**src/alignment_fault_decoder_defines.svh**
```systemverilog
// Assertion helpers shared by the decoder RTL.
`ifndef ALIGNMENT_FAULT_DECODER_DEFINES_SVH
`define ALIGNMENT_FAULT_DECODER_DEFINES_SVH

// Same-cycle implication, checked out of reset.
`define AFD_ASSERT_IMPL(label, clk, rst, ante, cons) \
  label: assert property (@(posedge clk) disable iff (rst) (ante) |-> (cons)) \
    else $error("alignment fault decoder check failed");

// Next-cycle implication, checked out of reset.
`define AFD_ASSERT_NEXT(label, clk, rst, ante, cons) \
  label: assert property (@(posedge clk) disable iff (rst) (ante) |=> (cons)) \
    else $error("alignment fault decoder check failed");

`endif

```
**src/afd_pkg.sv**
```systemverilog
`timescale 1ns / 1ps

package afd_pkg;

  localparam int unsigned LINE_BYTES_DEFAULT = 32;

  localparam logic [5:0] OPCODE_EXTENDED  = 6'd31;
  localparam logic [6:0] BLOCK_ZERO_CLASS = 7'h5F;

  typedef enum logic [1:0] {
    STATUS_HANDLED    = 2'd0,
    STATUS_BLOCK_ZERO = 2'd1,
    STATUS_UNHANDLED  = 2'd2
  } status_t;

  typedef struct packed {
    logic sxer;
    logic simm;
    logic sws;
    logic mult;
    logic upd;
    logic fp;
    logic se;
    logic st;
    logic ld;
  } attr_t;

  typedef struct packed {
    logic [3:0] len;
    attr_t      attr;
  } class_entry_t;

  localparam attr_t ATTR_LD   = '{ld:   1'b1, default: 1'b0};
  localparam attr_t ATTR_ST   = '{st:   1'b1, default: 1'b0};
  localparam attr_t ATTR_SE   = '{se:   1'b1, default: 1'b0};
  localparam attr_t ATTR_FP   = '{fp:   1'b1, default: 1'b0};
  localparam attr_t ATTR_UPD  = '{upd:  1'b1, default: 1'b0};
  localparam attr_t ATTR_MULT = '{mult: 1'b1, default: 1'b0};
  localparam attr_t ATTR_SWS  = '{sws:  1'b1, default: 1'b0};
  localparam attr_t ATTR_SIMM = '{simm: 1'b1, default: 1'b0};
  localparam attr_t ATTR_SXER = '{sxer: 1'b1, default: 1'b0};

  function automatic class_entry_t class_lookup(input logic [6:0] idx);
    class_entry_t e;
    e = '0;
    case (idx)
      7'h00, 7'h60: begin e.len = 4'd4; e.attr = ATTR_LD; end
      7'h02, 7'h62: begin e.len = 4'd4; e.attr = ATTR_ST; end
      7'h04, 7'h64: begin e.len = 4'd2; e.attr = ATTR_LD; end
      7'h05, 7'h65: begin e.len = 4'd2; e.attr = attr_t'(ATTR_LD | ATTR_SE); end
      7'h06, 7'h66: begin e.len = 4'd2; e.attr = ATTR_ST; end
      7'h07:        begin e.len = 4'd4; e.attr = attr_t'(ATTR_LD | ATTR_MULT); end
      7'h08, 7'h68: begin
        e.len = 4'd4; e.attr = attr_t'(ATTR_LD | ATTR_FP | ATTR_SWS);
      end
      7'h09, 7'h69: begin e.len = 4'd8; e.attr = attr_t'(ATTR_LD | ATTR_FP); end
      7'h0A, 7'h6A: begin
        e.len = 4'd4; e.attr = attr_t'(ATTR_ST | ATTR_FP | ATTR_SWS);
      end
      7'h0B, 7'h6B: begin e.len = 4'd8; e.attr = attr_t'(ATTR_ST | ATTR_FP); end
      7'h10, 7'h70: begin e.len = 4'd4; e.attr = attr_t'(ATTR_LD | ATTR_UPD); end
      7'h12, 7'h72: begin e.len = 4'd4; e.attr = attr_t'(ATTR_ST | ATTR_UPD); end
      7'h14, 7'h74: begin e.len = 4'd2; e.attr = attr_t'(ATTR_LD | ATTR_UPD); end
      7'h15, 7'h75: begin
        e.len = 4'd2; e.attr = attr_t'(ATTR_LD | ATTR_SE | ATTR_UPD);
      end
      7'h16, 7'h76: begin e.len = 4'd2; e.attr = attr_t'(ATTR_ST | ATTR_UPD); end
      7'h17:        begin e.len = 4'd4; e.attr = attr_t'(ATTR_ST | ATTR_MULT); end
      7'h18, 7'h78: begin
        e.len = 4'd4; e.attr = attr_t'(ATTR_LD | ATTR_FP | ATTR_SWS | ATTR_UPD);
      end
      7'h19, 7'h79: begin
        e.len = 4'd8; e.attr = attr_t'(ATTR_LD | ATTR_FP | ATTR_UPD);
      end
      7'h1A, 7'h7A: begin
        e.len = 4'd4; e.attr = attr_t'(ATTR_ST | ATTR_FP | ATTR_SWS | ATTR_UPD);
      end
      7'h1B, 7'h7B: begin
        e.len = 4'd8; e.attr = attr_t'(ATTR_ST | ATTR_FP | ATTR_UPD);
      end
      7'h28: begin e.len = 4'd4; e.attr = attr_t'(ATTR_LD | ATTR_SXER); end
      7'h29: begin e.len = 4'd4; e.attr = attr_t'(ATTR_LD | ATTR_SIMM); end
      7'h2A: begin e.len = 4'd4; e.attr = attr_t'(ATTR_ST | ATTR_SXER); end
      7'h2B: begin e.len = 4'd4; e.attr = attr_t'(ATTR_ST | ATTR_SIMM); end
      7'h48: begin e.len = 4'd4; e.attr = attr_t'(ATTR_LD | ATTR_SWS); end
      7'h4A: begin e.len = 4'd4; e.attr = attr_t'(ATTR_ST | ATTR_SWS); end
      7'h4C: begin e.len = 4'd2; e.attr = attr_t'(ATTR_LD | ATTR_SWS); end
      7'h4E: begin e.len = 4'd2; e.attr = attr_t'(ATTR_ST | ATTR_SWS); end
      default: e = '0;
    endcase
    return e;
  endfunction

endpackage

```
**src/alignment_fault_decoder.sv**
```systemverilog
`timescale 1ns / 1ps

// Alignment fault decoder. Takes one fault event per beat (instruction word, fault
// status, XER string count, fault address) and returns one decoded beat: operation
// attributes, element size, total bytes and register count for all handled forms,
// data and base registers, and a status in tuser (handled, cache block zero with the
// line-aligned address, or unhandled). A new beat is accepted every cycle while the
// output is not stalled; each beat passes through the input register and then through
// the table lookup and count logic into the result register. The decode source
// (instruction word or fault status) is selected by cfg_wr_data, written under
// cfg_wr_en; the user must write it only while no beat is in flight, which the block
// does not enforce. It resets to instruction. LINE_BYTES must be a power of two.

`include "alignment_fault_decoder_defines.svh"

module alignment_fault_decoder #(
  parameter int unsigned LINE_BYTES = afd_pkg::LINE_BYTES_DEFAULT
) (
  input  logic        clk,
  input  logic        rst,

  input  logic        cfg_wr_en,
  input  logic        cfg_wr_data,     // decode_from_instruction

  input  logic        s_axis_tvalid,
  output logic        s_axis_tready,
  // [31:0] instruction_word, [48:32] fault_status, [55:49] xer_byte_count,
  // [87:56] fault_address
  input  logic [87:0] s_axis_tdata,

  output logic        m_axis_tvalid,
  input  logic        m_axis_tready,
  // [0] is_store, [1] sign_extend, [2] is_float, [3] swap_or_single,
  // [4] update_base, [8:5] element_bytes, [16:9] total_bytes,
  // [22:17] register_count, [27:23] data_register, [32:28] base_register,
  // [64:33] line_base, [71:65] zero
  output logic [71:0] m_axis_tdata,
  // [1:0] status
  output logic [1:0]  m_axis_tuser
);

  localparam logic [31:0] LineMask = ~(32'(LINE_BYTES) - 32'd1);

  logic        decode_from_instruction;

  logic        in_valid;
  logic [31:0] in_iw;
  logic [16:0] in_fs;
  logic [6:0]  in_xer;
  logic [31:0] in_addr;

  logic        out_valid;
  logic [71:0] out_data;
  logic [1:0]  out_status;

  logic        out_load;
  logic        in_load;

  logic [6:0]                 idx;
  logic [4:0]                 dreg;
  logic [4:0]                 breg;
  afd_pkg::class_entry_t      ent;
  afd_pkg::status_t           status_next;
  logic [3:0]                 elem;
  logic [7:0]                 total;
  logic [5:0]                 regs;
  logic [31:0]                line;
  logic [8:0]                 round_sum;
  logic [4:0]                 imm_cnt;
  afd_pkg::attr_t             attr;
  logic [71:0]                out_data_next;

  assign out_load      = !out_valid || m_axis_tready;
  assign in_load       = !in_valid || out_load;
  assign s_axis_tready = in_load;

  always_ff @(posedge clk) begin
    if (rst) begin
      decode_from_instruction <= 1'b1;
    end else if (cfg_wr_en) begin
      decode_from_instruction <= cfg_wr_data;
    end
  end

  always_ff @(posedge clk) begin
    if (rst) begin
      in_valid <= 1'b0;
    end else if (in_load) begin
      in_valid <= s_axis_tvalid;
    end
  end

  always_ff @(posedge clk) begin
    if (in_load && s_axis_tvalid) begin
      in_iw   <= s_axis_tdata[31:0];
      in_fs   <= s_axis_tdata[48:32];
      in_xer  <= s_axis_tdata[55:49];
      in_addr <= s_axis_tdata[87:56];
    end
  end

  always_comb begin
    if (decode_from_instruction) begin
      dreg = in_iw[25:21];
      breg = in_iw[20:16];
      if (in_iw[31:26] != afd_pkg::OPCODE_EXTENDED) begin
        idx = {2'b00, in_iw[26], in_iw[30:27]};
      end else begin
        idx = {in_iw[2:1], in_iw[6], in_iw[10:7]};
      end
    end else begin
      dreg = in_fs[9:5];
      breg = in_fs[4:0];
      idx  = in_fs[16:10];
    end
  end

  assign ent     = afd_pkg::class_lookup(idx);
  assign imm_cnt = in_iw[15:11];

  always_comb begin
    status_next = afd_pkg::STATUS_UNHANDLED;
    attr        = '0;
    elem        = 4'd0;
    total       = 8'd0;
    regs        = 6'd0;
    line        = 32'd0;
    round_sum   = 9'd0;
    if (ent.len == 4'd0) begin
      if (idx == afd_pkg::BLOCK_ZERO_CLASS) begin
        status_next = afd_pkg::STATUS_BLOCK_ZERO;
        line        = in_addr & LineMask;
      end
    end else begin
      status_next = afd_pkg::STATUS_HANDLED;
      attr        = ent.attr;
      elem        = ent.len;
      if (ent.attr.mult) begin
        regs  = 6'd32 - {1'b0, dreg};
        total = {4'd0, ent.len} * {2'd0, regs};
      end else if (ent.attr.simm || ent.attr.sxer) begin
        if (ent.attr.simm) begin
          total = (imm_cnt == 5'd0) ? 8'd32 : {3'd0, imm_cnt};
        end else begin
          total = {1'b0, in_xer};
        end
        round_sum = {1'b0, total} + 9'd3;
        regs      = round_sum[7:2];
      end else begin
        total = {4'd0, ent.len};
        regs  = 6'd1;
      end
    end
  end

  assign out_data_next = {7'd0, line, breg, dreg, regs, total, elem,
                          attr.upd, attr.sws, attr.fp, attr.se, attr.st};

  always_ff @(posedge clk) begin
    if (rst) begin
      out_valid <= 1'b0;
    end else if (out_load) begin
      out_valid <= in_valid;
    end
  end

  always_ff @(posedge clk) begin
    if (out_load && in_valid) begin
      out_data   <= out_data_next;
      out_status <= status_next;
    end
  end

  assign m_axis_tvalid = out_valid;
  assign m_axis_tdata  = out_data;
  assign m_axis_tuser  = out_status;

  `AFD_ASSERT_IMPL(a_unhandled_zero, clk, rst,
    m_axis_tvalid && (m_axis_tuser != afd_pkg::STATUS_HANDLED),
    m_axis_tdata[22:0] == 23'd0)
  `AFD_ASSERT_IMPL(a_handled_size, clk, rst,
    m_axis_tvalid && (m_axis_tuser == afd_pkg::STATUS_HANDLED),
    m_axis_tdata[8:5] != 4'd0)
  `AFD_ASSERT_IMPL(a_line_only_bz, clk, rst,
    m_axis_tvalid && (m_axis_tuser != afd_pkg::STATUS_BLOCK_ZERO),
    m_axis_tdata[64:33] == 32'd0)
  `AFD_ASSERT_NEXT(a_stall_keeps_input, clk, rst,
    in_valid && out_valid && !m_axis_tready,
    in_valid && out_valid)

endmodule

```
**config.mk**
```make
export PLATFORM = sky130hd
export DESIGN_NAME = alignment_fault_decoder
export DESIGN_NICKNAME = d
export VERILOG_FILES = /design/src/afd_pkg.sv /design/src/alignment_fault_decoder.sv
export VERILOG_INCLUDE_DIRS = /design/src /design/src/src
export SDC_FILE = /design/constraint.sdc
export NUM_CORES = 1
export LEC_CHECK = 0
export BUFFER_PORTS_ARGS = -buffer_cell sky130_fd_sc_hd__buf_2
export CAP_MARGIN = 40
export CORE_AREA = 4 4 121 123
export DETAILED_ROUTE_END_ITERATION = 7
export DIE_AREA = 0 0 125 127
export PLACE_DENSITY = 0.7
export RECOVER_POWER = 50
export SLEW_MARGIN = 5
export SYNTH_ARGS = -nofsm -noshare
export SYNTH_HDL_FRONTEND = slang
export SYNTH_SLANG_ARGS = --single-unit
```
**constraint.sdc**
```tcl
create_clock -name clk -period 4.7 [get_ports clk]
set_input_delay 0.235 -clock clk [delete_from_list [all_inputs] [get_ports clk]]
set_output_delay 0.235 -clock clk [all_outputs]
set_load 0.03 [all_outputs]
```
## Word-level counts from Yosys, hierarchy flattened

Memory sizes are Yosys's and may differ from the RTL's.
Cells that the tools add are included.

- $add $sub $neg: 2
- Multiply operators: 1
- Eq/ne operators: 2
- Mux-type cells: 14
- Reductions and logical operators: 10

Operators by type and width:

| cell | number |
|---|---|
| $mux 8 | 5 |
| $mux 7 | 3 |
| $mux 6 | 3 |
| $mux 5 | 2 |
| $add 8x2->8 const B | 1 |
| $mul 4x6->8 | 1 |
| $eq 7x7->1 const B | 1 |
| $ne 6x5->1 const B | 1 |
| $sub 6x5->6 const A | 1 |
| $logic_not 5->1 | 1 |
| $logic_not 4->1 | 1 |
| $logic_or 1x1->1 | 3 |
| $logic_and 1x1->1 | 2 |
| $logic_not 1->1 | 2 |
| $mux 2 | 1 |
| $reduce_and 2->1 | 1 |

- Bits in registers: 158
- ROM bits: 1,536
- Input bits: 94
- Output and inout bits: 76
- Word-level logic and storage cells: 42
- Memories: 1

Memory list:

| memory | words | width | read ports | clocked after Yosys merged registers in | wr ports | RTL line | source |
|---|---|---|---|---|---|---|---|
| (no name shown) | 128 | 12 | 1 | 0 | 0 | afd_pkg.sv:46 | `case (idx)` |

## Longest topological paths before layout

An unclocked memory read counts as a cell.

- Depth after elaboration: 11
- Gate-level depth with buffers: 17

## Least setup slack after synthesis

Ideal clock, no wire load.

- Kind: register -> register
- From: reg in_iw[28]
- To: reg out_data[16] (netlist: m_axis_tdata[16]) (data pin)
- Setup time: 254 ps
- Arrival: 3,712 ps
- Data required time: 4,446 ps
- Slack: 734 ps
- Stages on the path, launching flop included: 18
- Path buffers: 2
- Path through: edfxtp_1 > and4_1 > buf_6 > a21oi_2 > o211ai_1 > or3_1 > buf_2 > a21boi_4 > nand2_1 > fa_1 > inv_1 > ha_1 > ha_1 > a21o_1 > a21oi_1 > xnor2_1 > xnor2_1 > nor2_1

- Cells in the longest elaborated chain, start to end: 7
- Elaborated cells between the ends (all ways): 9
- Those cells by class: mul (1); eq/ne (1); mux (4); reduce/logical (2); memory (1)

RTL lines:

| what | RTL line | source |
|---|---|---|
| start, declared | alignment_fault_decoder.sv:47 | `logic [31:0] in_iw;` |
| start signal, assigned | alignment_fault_decoder.sv:95 | `in_iw <= s_axis_tdata[31:0];` |
| $ne 6x5->1 | alignment_fault_decoder.sv:106 | `if (in_iw[31:26] != afd_pkg::OPCODE_EXTENDED) begin` |
| $mux 7 (*) | alignment_fault_decoder.sv:106 |  |
| $mux 7 (*) | alignment_fault_decoder.sv:103 | `if (decode_from_instruction) begin` |
| $mem_v2 128x12 (*) | n/a |  |
| parallel branches: the longest is 3 deep, another holds $mul 4x6->8 | n/a |  |
| end signal, assigned | alignment_fault_decoder.sv:169 | `out_data <= out_data_next;` |
| end, declared | alignment_fault_decoder.sv:53 | `logic [71:0] out_data;` |

Mark *: on every way between the ends.
A chain may end at the register's enable or synchronous reset.

## Final worst setup path

Same ends and word-level chain as after synthesis.

==> results.cfg <==
[logic_synthesis]
synth_ff_type = edfxtp_1
netlist.area_leader.share_pct = 69.5
async_reset_ff_share_pct = 0
yosys_warnings = 0
synth-seq-cells = 143
avgSynthCellArea_um2 = 15.1
synth_top_family_by_area = simple AND/OR/NAND/NOR gates
synthSimpleGateAreaFrac_pct = 10.8
synth_compound_area_share_pct = 6.27
synth_edf_count = 140
yosysMostFrequentCell = edfxtp_1
synthMuxAreaShare_pct = 3.14
synth_area_um2 = 6050
synth_xor_area_share_pct = 2.03
synth_adder_area_share_pct = 3.52
synth.largest_area_cell = edfxtp_1
synth_cells = 400
ys_types = 60
synthTopCellsByArea = edfxtp_1, and2_1, nand2_1
yosys-top-cells-count = edfxtp_1, and2_1, nand2_1, inv_1, nor2_1
synth-seq-area-share_pct = 70.5

[detailed_routing]
drtIter0Drc = 200
wirelength_um = 13100
firstDrtPassIters = 4
vias = 4091
viasPerCell = 4.89
post-route-drc-count = 0
final_antenna_net_count = 0
wl_per_cell_um = 15.6

[floorplanning]
dieArea_um2 = 15900
die_y_um = 127
start_util_pct = 44.3
rows = 43
fp.coreArea_um2 = 13700
num_io_pins = 170
die_x_um = 125

[cells_and_area]
areaGrowthSynthToFinish_pct = 36.5
drive_above_1_share_pct = 21.0
finalNonFillerCells = 836
design_area_um2 = 8260
diodes = 0
seq_area_um2 = 4260
nets = 753
multi_input_area_um2 = 1620
nFillCells = 1048

[timing]
worstMarginPinSlew_ps = 1560
fin_crit_sh_pct = 94.0
fin_ws_ps = 280
finClkSkew_ps = 8.59
layout_min_cycle_time_ps = 4420
max_slew_margin_pct = -3.85
final_max_slew_viol_count = 28
finalSetupViolCount = 0
hold_viol = 0
tns_ps = 0
clock.fmax_mhz = 226
rsz0062_at_grt = false
holdWs_ps = 40.8

[clock_tree]
clkLatencyLatePin_ps = 410
ctsHoldBuffers = 80
ctsResizeCount = 0
cts_setup_buffers = 0
htree_levels = 4
cts_buffers = 17
clk_path_buf_depth = 2
clk_pin_slew_ps = 60
cts-root-buf = clkbuf_16
cts_sinks = 143
cts_tree = done

[setup_path]
r2r-end = m_axis_tdata[16]
critPathKind = flip-flop to flip-flop
worst_ep_arrival_time_ps = 4570
end_kind = flip-flop
crit_start = in_iw[28]
r2r_start = in_iw[28]
setup.worst_path.start_class = flip-flop
regToRegSetupSlack_ps = 280
critical_path_required_ps = 4850
critPathCapture = m_axis_tdata[16]
crit_path_max_fanout = 9
reg2regPathDepth = 15

[global_routing]
antenna_found_initial = 0
grt_overflow = 0
grt_pass1_vias = 4230
grt_pass1_wl_um = 20700
track_usage_pct = 16.7
grt_max_degree = 43

[place]
gp_congestion = 0.868
postPlaceCellArea_um2 = 7010
pre_cts_slack_ps = 315
dp_hpwl_um = 8710
dp.cells = 726
io_buffers = 147

[flow_run]
drv_cap = 1

[outcome]
violations = capacitance limit, slew limit
status = complete, but fails checks

[power_and_ir_drop]
p_leak_uw = 0.00319
p_per_area_nw_per_um2 = 379
ir_drop_mv = 0.301

[min_path]
hold_path_class = input port to flip-flop
per-layer routing:
| layer | GRT usage (%) | vias to the layer above | routed length (um) |
|---|---|---|---|
| met5 | 0 | - | 0 |
| met4 | 7.91 | 0 | 275 |
| met3 | 4.35 | 23 | 771 |
| met2 | 29.5 | 161 | 6800 |
| met1 | 19.2 | 1948 | 5220 |
| li1 | - | 1959 | - |
layout by cell type, fill, tap and decap left out, drive strengths merged, types with 3 or more instances in the layout:
cell / netlist / layout
nand3: 7 / 7
xor2: 8 / 8
mux2: 8 / 8
a32o: 3 / 3
buf: 19 / 93
a21oi: 5 / 5
fa: 5 / 5
a32oi: 4 / 4
a31oi: 5 / 5
ha: 9 / 9
dlygate4sd3: 0 / 80
o21bai: 3 / 3
nand2: 31 / 31
mux2i: 10 / 10
nor2b: 6 / 6
edfxtp: 140 / 140
clkinv: 0 / 10
conb: 1 / 13
and2: 34 / 34
clkbuf: 4 / 81
or3: 4 / 4
xnor2: 6 / 6
nor2: 16 / 16
nor3: 8 / 8
o21ai: 9 / 9
dfxtp: 3 / 3
inv: 17 / 17
registers in the layout, summed over array words and instances (netlist names):
register,count
in_fs,17
m_axis_tvalid,1
in_xer,7
m_axis_tdata,59
in_addr,27
m_axis_tuser,2
in_iw,28
decode_from_instruction,1
in_valid,1
where the power goes:
group | switching (uW) | internal, uW | total (uW)
combinational | 223 | 149 | 372
sequential | 30.3 | 1480 | 1520
clock | 478 | 766 | 1240
total | 732 | 2400 | 3130
layout make-up:
type	count	area share, %
Inverter	17	0.773
Timing Repair Buffer	237	18.6
Multi-Input combinational cell	229	19.6
Clock buffer	17	5.15
Sequential cell	143	51.6
Clock inverter	13	1.51
Tap cell	180	2.73
stage by stage:
stage | total power (uW) | utilization (%)
after floorplan | 1760 | -
after global routing | 3250 | 60.4
after CTS | 3170 | 61.2
final | 3130 | 60.4
after detailed placement | 1870 | 51.3
after global placement | 1860 | 51.0
cell families (layout without fill, tap and decap cells):
family,after synthesis,in the layout
AO/OA/AOI/OAI,49,49
XOR/XNOR,14,14
adder cells (fa/ha/maj),14,14
buffers and inverters,40,284
flip-flops,143,143
multiplexers,18,18
other,1,13
AND/OR/NAND/NOR,121,121
critical path, stage by stage, from the launching register on:
cell	delay, ps
edfxtp_1	480
and4_1	310
a21oi_2	320
o211ai_1	240
or3_1	540
a21boi_4	310
nand2_1	120
fa_1	520
inv_1	40
ha_1	310
ha_1	300
a21o_1	160
a21oi_1	170
xnor2_1	150
xnor2_1	130
nor2_1	60
worst min-delay path by stage:
| stage | start | end | slack [ps] | cells past startpoint |
|---|---|---|---|---|
| detailed placement | s_axis_tdata[42] | in_fs[10] | 410 | 1 |
| global placement | s_axis_tdata[7] | in_iw[7] | 410 | 1 |
| CTS | cfg_wr_en | decode_from_instruction | 10 | 2 |
| finish | cfg_wr_en | decode_from_instruction | 40 | 2 |
| global route | cfg_wr_en | decode_from_instruction | 30 | 2 |
| floorplan | rst | in_valid | 310 | 1 |
Note: power is estimated with default switching activity, not from simulation.
